==> src/hdl/pobl_pkg.sv <==
// ----------------------------------------------------------------------------
// Overlay blend package
// Shared types, register indexes and arithmetic helpers.
// ----------------------------------------------------------------------------
package pobl_pkg;

    localparam int REM_W = 24;
    localparam int DEN_W = 16;
    localparam int Q_W   = 8;

    localparam logic [7:0] REG_MAIN_ALPHA = 8'd0;
    localparam logic [7:0] REG_STRAIGHT   = 8'd1;

    // Item travelling down the divider cell row
    typedef struct packed {
        logic [7:0]       main_blue;
        logic [7:0]       main_green;
        logic [7:0]       main_red;
        logic [7:0]       main_opacity;
        logic [7:0]       over_blue;
        logic [7:0]       over_green;
        logic [7:0]       over_red;
        logic [7:0]       over_opacity;
        logic             div_en;
        logic [REM_W-1:0] rem;
        logic [DEN_W-1:0] den;
        logic [Q_W-1:0]   quo;
    } pobl_div_t;

    // Products stage of the mixer
    typedef struct packed {
        logic [7:0]  main_blue;
        logic [7:0]  main_green;
        logic [7:0]  main_red;
        logic [7:0]  main_opacity;
        logic [7:0]  over_blue;
        logic [7:0]  over_green;
        logic [7:0]  over_red;
        logic [7:0]  over_opacity;
        logic        a_zero;
        logic        a_full;
        logic [15:0] blue_mix;
        logic [15:0] green_mix;
        logic [15:0] red_mix;
        logic [15:0] blue_keep;
        logic [15:0] green_keep;
        logic [15:0] red_keep;
        logic [15:0] alpha_prod;
    } pobl_mix_t;

    // Rounded divide by 255: ((x + 128) * 257) >> 16
    function automatic logic [7:0] div255r(input logic [15:0] x);
        logic [16:0] y;
        logic [24:0] p;
        y = 17'(x) + 17'd128;
        p = 25'(y) + (25'(y) << 8);
        return p[23:16];
    endfunction

endpackage

==> src/hdl/pobl_prep.sv <==
// ----------------------------------------------------------------------------
// Overlay blend input stage
// Registers the pixel pair and forms dividend and divisor of the alpha
// un-premultiply.
// ----------------------------------------------------------------------------
module pobl_prep (
    input  logic              clk,
    input  logic              rst_n,
    input  logic              main_alpha_present,
    input  logic              in_valid,
    output logic              in_ready,
    input  logic [63:0]       in_data,
    output logic              out_valid,
    input  logic              out_ready,
    output pobl_pkg::pobl_div_t out_item
);
    import pobl_pkg::*;

    logic      valid_reg;
    pobl_div_t item_reg;
    pobl_div_t item_next;
    logic [7:0] oa;
    logic [7:0] ma;

    assign in_ready  = !valid_reg || out_ready;
    assign out_valid = valid_reg;
    assign out_item  = item_reg;

    assign oa = in_data[63:56];
    assign ma = in_data[31:24];

    always_comb
    begin
        item_next.main_blue    = in_data[7:0];
        item_next.main_green   = in_data[15:8];
        item_next.main_red     = in_data[23:16];
        item_next.main_opacity = ma;
        item_next.over_blue    = in_data[39:32];
        item_next.over_green   = in_data[47:40];
        item_next.over_red     = in_data[55:48];
        item_next.over_opacity = oa;
        item_next.div_en       = main_alpha_present && (oa != 8'd0) && (oa != 8'd255);
        item_next.rem          = REM_W'(oa) * REM_W'(65025);
        // 255*(a+m) - a*m rewritten as 255*a + m*(255-a), never above 65025
        item_next.den          = (DEN_W'(oa) << 8) - DEN_W'(oa)
                               + DEN_W'(ma) * DEN_W'(8'd255 - oa);
        item_next.quo          = '0;
    end

    always_ff @(posedge clk or negedge rst_n)
    begin
        if (!rst_n)
        begin
            valid_reg <= 1'b0;
        end
        else if (in_ready)
        begin
            valid_reg <= in_valid;
        end
    end

    always_ff @(posedge clk)
    begin
        if (in_valid && in_ready)
        begin
            item_reg <= item_next;
        end
    end

endmodule

==> src/hdl/pobl_div_cell.sv <==
// ----------------------------------------------------------------------------
// Overlay blend divider cell
// One restoring-division step: settles one quotient bit and hands the item on.
// ----------------------------------------------------------------------------
module pobl_div_cell #(
    parameter int SHIFT = 0
) (
    input  logic                clk,
    input  logic                rst_n,
    input  logic                in_valid,
    output logic                in_ready,
    input  pobl_pkg::pobl_div_t in_item,
    output logic                out_valid,
    input  logic                out_ready,
    output pobl_pkg::pobl_div_t out_item
);
    import pobl_pkg::*;

    logic             valid_reg;
    pobl_div_t        item_reg;
    pobl_div_t        item_next;
    logic [REM_W-1:0] den_sh;
    logic             fits;

    assign in_ready  = !valid_reg || out_ready;
    assign out_valid = valid_reg;
    assign out_item  = item_reg;

    assign den_sh = REM_W'(in_item.den) << SHIFT;
    assign fits   = in_item.rem >= den_sh;

    always_comb
    begin
        item_next = in_item;
        if (in_item.div_en)
        begin
            item_next.quo = {in_item.quo[Q_W-2:0], fits};
            if (fits)
            begin
                item_next.rem = in_item.rem - den_sh;
            end
        end
    end

    always_ff @(posedge clk or negedge rst_n)
    begin
        if (!rst_n)
        begin
            valid_reg <= 1'b0;
        end
        else if (in_ready)
        begin
            valid_reg <= in_valid;
        end
    end

    always_ff @(posedge clk)
    begin
        if (in_valid && in_ready)
        begin
            item_reg <= item_next;
        end
    end

endmodule

==> src/hdl/pobl_mix.sv <==
// ----------------------------------------------------------------------------
// Overlay blend mixer
// Two stages: channel products, then rounding, selection and the output
// register.
// ----------------------------------------------------------------------------
module pobl_mix (
    input  logic                clk,
    input  logic                rst_n,
    input  logic                main_alpha_present,
    input  logic                straight_mode,
    input  logic                in_valid,
    output logic                in_ready,
    input  pobl_pkg::pobl_div_t in_item,
    output logic                out_valid,
    input  logic                out_ready,
    output logic [31:0]         out_data
);
    import pobl_pkg::*;

    logic       prod_valid_reg;
    pobl_mix_t  prod_reg;
    pobl_mix_t  prod_next;
    logic       prod_ready;
    logic [7:0] a;
    logic [7:0] na;

    logic        out_valid_reg;
    logic [31:0] data_reg;
    logic [31:0] data_next;

    // Effective alpha: quotient when un-premultiplied, else raw overlay alpha
    assign a  = in_item.div_en ? in_item.quo : in_item.over_opacity;
    assign na = 8'd255 - a;

    assign out_valid  = out_valid_reg;
    assign out_data   = data_reg;
    assign prod_ready = !out_valid_reg || out_ready;
    assign in_ready   = !prod_valid_reg || prod_ready;

    always_comb
    begin
        prod_next.main_blue    = in_item.main_blue;
        prod_next.main_green   = in_item.main_green;
        prod_next.main_red     = in_item.main_red;
        prod_next.main_opacity = in_item.main_opacity;
        prod_next.over_blue    = in_item.over_blue;
        prod_next.over_green   = in_item.over_green;
        prod_next.over_red     = in_item.over_red;
        prod_next.over_opacity = in_item.over_opacity;
        prod_next.a_zero       = (a == 8'd0);
        prod_next.a_full       = (a == 8'd255);
        prod_next.blue_keep    = 16'(in_item.main_blue) * 16'(na);
        prod_next.green_keep   = 16'(in_item.main_green) * 16'(na);
        prod_next.red_keep     = 16'(in_item.main_red) * 16'(na);
        prod_next.blue_mix     = prod_next.blue_keep + 16'(in_item.over_blue) * 16'(a);
        prod_next.green_mix    = prod_next.green_keep + 16'(in_item.over_green) * 16'(a);
        prod_next.red_mix      = prod_next.red_keep + 16'(in_item.over_red) * 16'(a);
        prod_next.alpha_prod   = 16'(8'd255 - in_item.main_opacity)
                               * 16'(in_item.over_opacity);
    end

    function automatic logic [7:0] pick(
        input logic       a_zero,
        input logic       a_full,
        input logic       straight,
        input logic [7:0] m,
        input logic [7:0] o,
        input logic [15:0] mix,
        input logic [15:0] keep
    );
        logic [8:0] sum;
        sum = 9'(div255r(keep)) + 9'(o);
        priority if (a_zero)
            return m;
        else if (a_full)
            return o;
        else if (straight)
            return div255r(mix);
        else
            return sum[8] ? 8'd255 : sum[7:0];
    endfunction

    always_comb
    begin
        data_next[7:0]   = pick(prod_reg.a_zero, prod_reg.a_full, straight_mode,
                                prod_reg.main_blue, prod_reg.over_blue,
                                prod_reg.blue_mix, prod_reg.blue_keep);
        data_next[15:8]  = pick(prod_reg.a_zero, prod_reg.a_full, straight_mode,
                                prod_reg.main_green, prod_reg.over_green,
                                prod_reg.green_mix, prod_reg.green_keep);
        data_next[23:16] = pick(prod_reg.a_zero, prod_reg.a_full, straight_mode,
                                prod_reg.main_red, prod_reg.over_red,
                                prod_reg.red_mix, prod_reg.red_keep);
        priority if (!main_alpha_present || prod_reg.a_zero)
            data_next[31:24] = prod_reg.main_opacity;
        else if (prod_reg.a_full)
            data_next[31:24] = prod_reg.over_opacity;
        else
            data_next[31:24] = prod_reg.main_opacity + div255r(prod_reg.alpha_prod);
    end

    always_ff @(posedge clk or negedge rst_n)
    begin
        if (!rst_n)
        begin
            prod_valid_reg <= 1'b0;
            out_valid_reg  <= 1'b0;
        end
        else
        begin
            if (in_ready)
            begin
                prod_valid_reg <= in_valid;
            end
            if (prod_ready)
            begin
                out_valid_reg <= prod_valid_reg;
            end
        end
    end

    always_ff @(posedge clk)
    begin
        if (in_valid && in_ready)
        begin
            prod_reg <= prod_next;
        end
        if (prod_valid_reg && prod_ready)
        begin
            data_reg <= data_next;
        end
    end

endmodule

==> src/hdl/packed_rgba_overlay_blend_unit.sv <==
// ----------------------------------------------------------------------------
// Packed RGBA overlay blend unit
// Blends overlay onto main BGRA pixels, one pair per clock when unstalled.
// ----------------------------------------------------------------------------
// Usage:
//   s_t* carries a main/overlay pixel pair, m_t* the blended main pixel.
//   cfg_* writes the two mode registers (index 0: main alpha present,
//   index 1: straight mode); cfg_ready is always high, write only when idle.
// Pipeline: an input transfer reaches m_tvalid through one input stage,
//   eight divider cells (one quotient bit each) for the alpha
//   un-premultiply, one product stage and the output register.
// Throughput: one pixel per cycle; every stage holds its own valid bit, so
//   the row of cells keeps taking pixels into empty slots while a result
//   waits on m_tready, and stalls only once it is full.
// Reset: pipeline emptied, main alpha present = 0, straight mode = 1.
// Stall: m_tdata holds while m_tvalid && !m_tready; back pressure ripples
//   through the stage ready chain to s_tready.
// ----------------------------------------------------------------------------
module packed_rgba_overlay_blend_unit (
    input  logic        clk,
    input  logic        rst_n,
    input  logic        s_tvalid,
    output logic        s_tready,
    // main_blue, main_green, main_red, main_opacity,
    // over_blue, over_green, over_red, over_opacity
    input  logic [63:0] s_tdata,
    output logic        m_tvalid,
    input  logic        m_tready,
    // out_blue, out_green, out_red, out_opacity
    output logic [31:0] m_tdata,
    input  logic        cfg_valid,
    output logic        cfg_ready,
    input  logic [7:0]  cfg_index,
    input  logic [7:0]  cfg_data
);
    import pobl_pkg::*;

    localparam int NCELL = Q_W;

    logic main_alpha_present_reg;
    logic straight_mode_reg;

    logic      cell_valid [NCELL+1];
    logic      cell_ready [NCELL+1];
    pobl_div_t cell_item  [NCELL+1];

    assign cfg_ready = 1'b1;

    always_ff @(posedge clk or negedge rst_n)
    begin
        if (!rst_n)
        begin
            main_alpha_present_reg <= 1'b0;
            straight_mode_reg      <= 1'b1;
        end
        else if (cfg_valid && cfg_ready)
        begin
            if (cfg_index == REG_MAIN_ALPHA)
            begin
                main_alpha_present_reg <= cfg_data[0];
            end
            else if (cfg_index == REG_STRAIGHT)
            begin
                straight_mode_reg <= cfg_data[0];
            end
        end
    end

    pobl_prep u_prep (
        .clk                (clk),
        .rst_n              (rst_n),
        .main_alpha_present (main_alpha_present_reg),
        .in_valid           (s_tvalid),
        .in_ready           (s_tready),
        .in_data            (s_tdata),
        .out_valid          (cell_valid[0]),
        .out_ready          (cell_ready[0]),
        .out_item           (cell_item[0])
    );

    // Quotient bits from the top down: cell i weighs the divisor by 2^(7-i)
    for (genvar i = 0; i < NCELL; i++)
    begin : g_cell
        pobl_div_cell #(
            .SHIFT (NCELL - 1 - i)
        ) u_cell (
            .clk       (clk),
            .rst_n     (rst_n),
            .in_valid  (cell_valid[i]),
            .in_ready  (cell_ready[i]),
            .in_item   (cell_item[i]),
            .out_valid (cell_valid[i+1]),
            .out_ready (cell_ready[i+1]),
            .out_item  (cell_item[i+1])
        );
    end

    pobl_mix u_mix (
        .clk                (clk),
        .rst_n              (rst_n),
        .main_alpha_present (main_alpha_present_reg),
        .straight_mode      (straight_mode_reg),
        .in_valid           (cell_valid[NCELL]),
        .in_ready           (cell_ready[NCELL]),
        .in_item            (cell_item[NCELL]),
        .out_valid          (m_tvalid),
        .out_ready          (m_tready),
        .out_data           (m_tdata)
    );

endmodule

==> config.mk <==
export PLATFORM = sky130hd
export DESIGN_NAME = packed_rgba_overlay_blend_unit
export DESIGN_NICKNAME = d
export VERILOG_FILES = /design/src/hdl/pobl_pkg.sv /design/src/hdl/pobl_prep.sv /design/src/hdl/pobl_div_cell.sv /design/src/hdl/pobl_mix.sv /design/src/hdl/packed_rgba_overlay_blend_unit.sv
export SDC_FILE = /design/constraint.sdc
export NUM_CORES = 2
export LEC_CHECK = 0
export ABC_CLOCK_PERIOD_IN_PS = 7500
export BUFFER_PORTS_ARGS = -buffer_cell sky130_fd_sc_hd__buf_2
export CAP_MARGIN = 20
export CORE_MARGIN = 3
export CORE_UTILIZATION = 58
export CTS_CLUSTER_DIAMETER = 150
export DETAILED_ROUTE_END_ITERATION = 10
export PLACE_DENSITY_LB_ADDON = 0.12
export SLEW_MARGIN = 25
export SYNTH_ARGS = -nofsm -noshare
export SYNTH_HDL_FRONTEND = slang
export SYNTH_HIERARCHICAL = 1
export SYNTH_SLANG_ARGS = --single-unit
export TNS_END_PERCENT = 1
==> constraint.sdc <==
create_clock -name clk -period 7.5 [get_ports clk]
set_input_delay 0.75 -clock clk [delete_from_list [all_inputs] [get_ports clk]]
set_output_delay 0.75 -clock clk [all_outputs]
set_load 0.02 [all_outputs]
Word-level counts from Yosys, hierarchy flattened
Index checks and enable logic that the tools add are counted.
- output and inout bits: 35
- register bits: 1192
- input bits: 85
- logic and storage cells: 269
- reductions and logical operators: 42
- bitwise gates (word level): 1
- multipliers: 9
- multiplexer cells: 36
- $add $sub $neg: 33
- eq/ne operators: 3
- order comparisons: 8
- operator list (kind ; number):
    24-bit two-way mux ; 14
    8-bit two-way mux ; 22
    17-bit by 24-bit adder with 24-bit output ; 7
    16-bit by 8-bit adder with 17-bit output (second input constant) ; 7
    8-bit by 8-bit multiplier with 16-bit output ; 6
    16-bit adder ; 4
    8-bit by 8-bit adder with 9-bit output ; 3
    24-bit by 16-bit >= comparator with 1-bit output ; 1
    24-bit by 17-bit >= comparator with 1-bit output ; 1
    24-bit by 18-bit >= comparator with 1-bit output ; 1
    24-bit by 19-bit >= comparator with 1-bit output ; 1
    24-bit by 20-bit >= comparator with 1-bit output ; 1
    24-bit by 21-bit >= comparator with 1-bit output ; 1
    24-bit by 22-bit >= comparator with 1-bit output ; 1
    24-bit by 23-bit >= comparator with 1-bit output ; 1
    8-bit by 16-bit multiplier with 24-bit output (second input constant) ; 1
    24-bit by 17-bit subtractor with 24-bit output ; 1
    24-bit by 18-bit subtractor with 24-bit output ; 1
    24-bit by 19-bit subtractor with 24-bit output ; 1
    24-bit by 20-bit subtractor with 24-bit output ; 1
    24-bit by 21-bit subtractor with 24-bit output ; 1
    24-bit by 22-bit subtractor with 24-bit output ; 1
    24-bit by 23-bit subtractor with 24-bit output ; 1
    8-bit by 8-bit subtractor with 9-bit output (first input constant) ; 2
    16 further kinds ; 51

Depth between registers and ports, before layout
- depth in word-level cells: 13
- depth in mapped cells: 33
- depth with buffers taken out: 29

Cells and area by module
The synthesis kept the hierarchy.
- by module, submodules not included (module ; cells each ; area each (um^2) ; sequential area each (um^2) ; times used):
    pobl_mix ; 2802 ; 27284.9 ; 6356.1 ; 1
    pobl_prep ; 606 ; 7243.2 ; 2877.8 ; 1
    pobl_div_cell at g_cell[5].u_cell ; 329 ; 4938.5 ; 3418.3 ; 1
    pobl_div_cell at g_cell[7].u_cell ; 326 ; 4918.5 ; 3418.3 ; 1
    pobl_div_cell at g_cell[3].u_cell ; 327 ; 4869.7 ; 3418.3 ; 1
    pobl_div_cell at g_cell[4].u_cell ; 294 ; 4862.2 ; 3418.3 ; 1
    pobl_div_cell at g_cell[6].u_cell ; 323 ; 4818.4 ; 3418.3 ; 1
    pobl_div_cell at g_cell[2].u_cell ; 292 ; 4717.0 ; 3418.3 ; 1
    pobl_div_cell at g_cell[1].u_cell ; 283 ; 4688.2 ; 3418.3 ; 1
    pobl_div_cell at g_cell[0].u_cell ; 306 ; 4639.4 ; 3418.3 ; 1
    packed_rgba_overlay_blend_unit ; 10 ; 133.9 ; 51.3 ; 1

Worst setup path before layout
No wires, ideal clock.
- kind: reg-to-reg
- start point: register g_cell[7].u_cell.item_reg, in the netlist g_cell[7].u_cell/out_item[48]
- end point: register u_mix/prod_reg[79] (netlist bit), data pin
- path buffers: 3
- data required time: 7232 ps
- path slack: -669 ps
- clock period less this slack: 8169 ps
- stages on the path, launching flop included: 31
- setup time: 268 ps
- arrival: 7901 ps
- cell sequence: edfxtp_1 -> clkbuf_1 -> buf_2 -> mux2i_1 -> clkbuf_1 -> nand2_1 -> fa_1 -> fa_1 -> inv_1 -> fa_1 -> inv_1 -> fa_1 -> inv_1 -> ha_1 -> o21a_1 -> o31a_1 -> a21o_2 -> fa_1 -> inv_1 -> fa_1 -> fa_1 -> inv_1 -> fa_1 -> inv_1 -> ha_1 -> o21a_1 -> o31ai_1 -> a21oi_1 -> a211o_2 -> a21oi_1 -> xnor3_1
- RTL lines (item ; RTL line ; text):
    from (decl) ; pobl_div_cell.sv:20 ; pobl_div_t item_reg;
    from (signal assigned) ; pobl_div_cell.sv:61 ; item_reg <= item_next;
    to (signal assigned) ; pobl_mix.sv:126 ; prod_reg <= prod_next;
    to (decl) ; pobl_mix.sv:21 ; pobl_mix_t prod_reg;

==> results.md <==
* Die area at 0.1267 sq mm
* CTS tree: yes
* Max Cap Violations at 0
* Unrepaired setup endpoints after global routing: yes
* Die W at 355.9 um
* Largest register FFs at 864
* WL final at 141300 um
* CTS buffer count at 121
* Avg Cell Area, Syn at 12.40 sq um
* Pins Over Slew Limit at 0
* Final Hold Viols at 0
* Worst Path Required at 7.98 ns
* Failing checks: setup timing
* Slew HR at 0.3104
* Crit start category: flop
* Die H at 355.9 um
* Largest net degree at the start of global routing at 158
* # fillers at 9021
* TritonCTS Sinks at 1182
* # DRC at 0
* CP endpoint kind: flop
* Setup ws final at -0.06450 ns
* First-pass GRT wire length at 226900 um
* Placer Congestion at 0.8693
* WP data arrival at 8.04 ns
* Commonest cells after routing, fill and taps aside: edfxtp_1 (1169), inv_1 (795), ha_1 (538)
* Clock Skew at 0.03851 ns
* Site Rows at 127
* H-tree depth at 3
* Routed wire per std cell at 18.29 um
* Commonest non-fill, non-tap cell in the layout: edfxtp_1
* Starting Density at 0.5881
* Synthesis-to-layout area growth at 11.32%
* Avg Vias per Cell at 5.530
* Core area at 0.1208 sq mm
* Actual slew at the worst max-slew pin at 1.034 ns
* Crit path top cell by count: fa_1
* Synthesized area at 0.07102 sq mm
* Port bufs at 111
* Number of antenna violations at the first check in global routing at 5
* Vias in the first global route at 43210
* Launch point of the worst hold path: s_tdata[9]
* Root Driver: clkbuf_16
* Congestion Overflow GR at 0
* Final min period at 7.565 ns
* Max Fanout on Critical Path at 5
* Num ports at 120
* Pre-CTS setup slack at -0.2227 ns
* Critical Path Slowest Stage Cell: fa_1
* Fin nets at 7024
* Reg2Reg Setup Slack at -0.06 ns
* Gate Count Post-Synth at 5727
* Hold crit path type: input pin to flop
* Non-Filler Instances at 7724
* Clock Latency Late Sink at 0.75 ns
* Worst-case clock buffer depth at 3
* Worst setup path start: g_cell[7].u_cell/out_item[48]
* Status: finished, violations left
* DR pass1 iterations at 5
* Period utilization at 1.009
* Layout cells sized above 1 at 0.1286
* Vias post-DR at 42710
* First DRT Iteration DRCs at 2715
* Total Routing Usage GR at 0.2263
* # setup viols final at 1
* Achievable frequency at 0.1322 GHz
* Post-route ant nets at 0
* Worst-path clk slew at 0.07 ns
* Dpl cells at 7477
* CP max stage delay at 0.53 ns
* Synth warnings at 6
* DP HPWL at 105600 um
* Kind of critical path: flop to flop
* Worst reg2reg path startpoint: g_cell[7].u_cell/out_item[48]
[final timing paths]
| path | depth (start not counted) | endpoint |
|---|---|---|
| setup / recovery | 29 | u_mix/prod_reg[79] |
| hold / removal | 1 | u_prep/out_item[98] |
| setup reg to reg | 29 | u_mix/prod_reg[79] |
| hold reg to reg | 0 | g_cell[7].u_cell/out_item[56] |
| max in group asynchronous | 2 | straight_mode_reg |
| min in group asynchronous | 2 | g_cell[7].u_cell/out_valid |
[area by class of cell]
class | count | area, sq um | area share
clock buffers | 143 | 3131 | 0.03959
diodes | 1 | 2.502 | 0.00003165
well taps | 1612 | 2017 | 0.02551
flip-flops and latches | 1182 | 35430 | 0.4481
multi-input cells | 3630 | 32480 | 0.4108
inverters | 807 | 3029 | 0.03831
repair buffers | 263 | 1872 | 0.02367
clock inverters | 86 | 1106 | 0.01399
[timing repair]
action                                  in CTS  in global routing
hold buffers                                 1                  0
endpoints found under the setup margin       9                 20
pin swaps                                   26                 50
gates resized for setup                     30                 61
hold endpoints to repair                    12                  0
setup buffers                                5                 10
cloned                                       0                  0
[layer usage]
metal	vias to the layer above	GRT usage	part of all wire	wire length (um)
met5	-	0	0.00019	27
met4	4	0.08335	0.034	4747
met3	278	0.02969	0.045	6414
met2	1011	0.3812	0.49	68630
met1	20900	0.3021	0.43	61440
li1	20520	-	-	-
[critical path: cells and delay by family (launching register included)]
| family | cells | cell delay, ns |
|---|---|---|
| AO/OA/AOI/OAI | 7 | 1.14 |
| adder cells (fa/ha/maj) | 10 | 4.13 |
| AND/OR/NAND/NOR | 2 | 0.44 |
| XOR/XNOR | 1 | 0.21 |
| buffers and inverters | 8 | 0.72 |
| multiplexers | 1 | 0.22 |
| flip-flops | 1 | 0.42 |
[stage by stage]
stage,instance area (sq um),hold slack (ns),TNS (ns),utilization
final,79060,0.1833,-0.06450,0.6547
after global routing,79060,0.1456,-2.500,0.6547
after CTS,78710,0.1140,-0.1334,0.6518
after detailed placement,74300,0.4045,-0.9339,0.6152
after global placement,74300,0.4002,-0.3466,0.6152
after floorplan,71310,0.4003,-0.01994,-
Power is left out: the tool's default activity adds up to more than one toggle a clock period on the data nets, which glitch-free logic cannot reach.
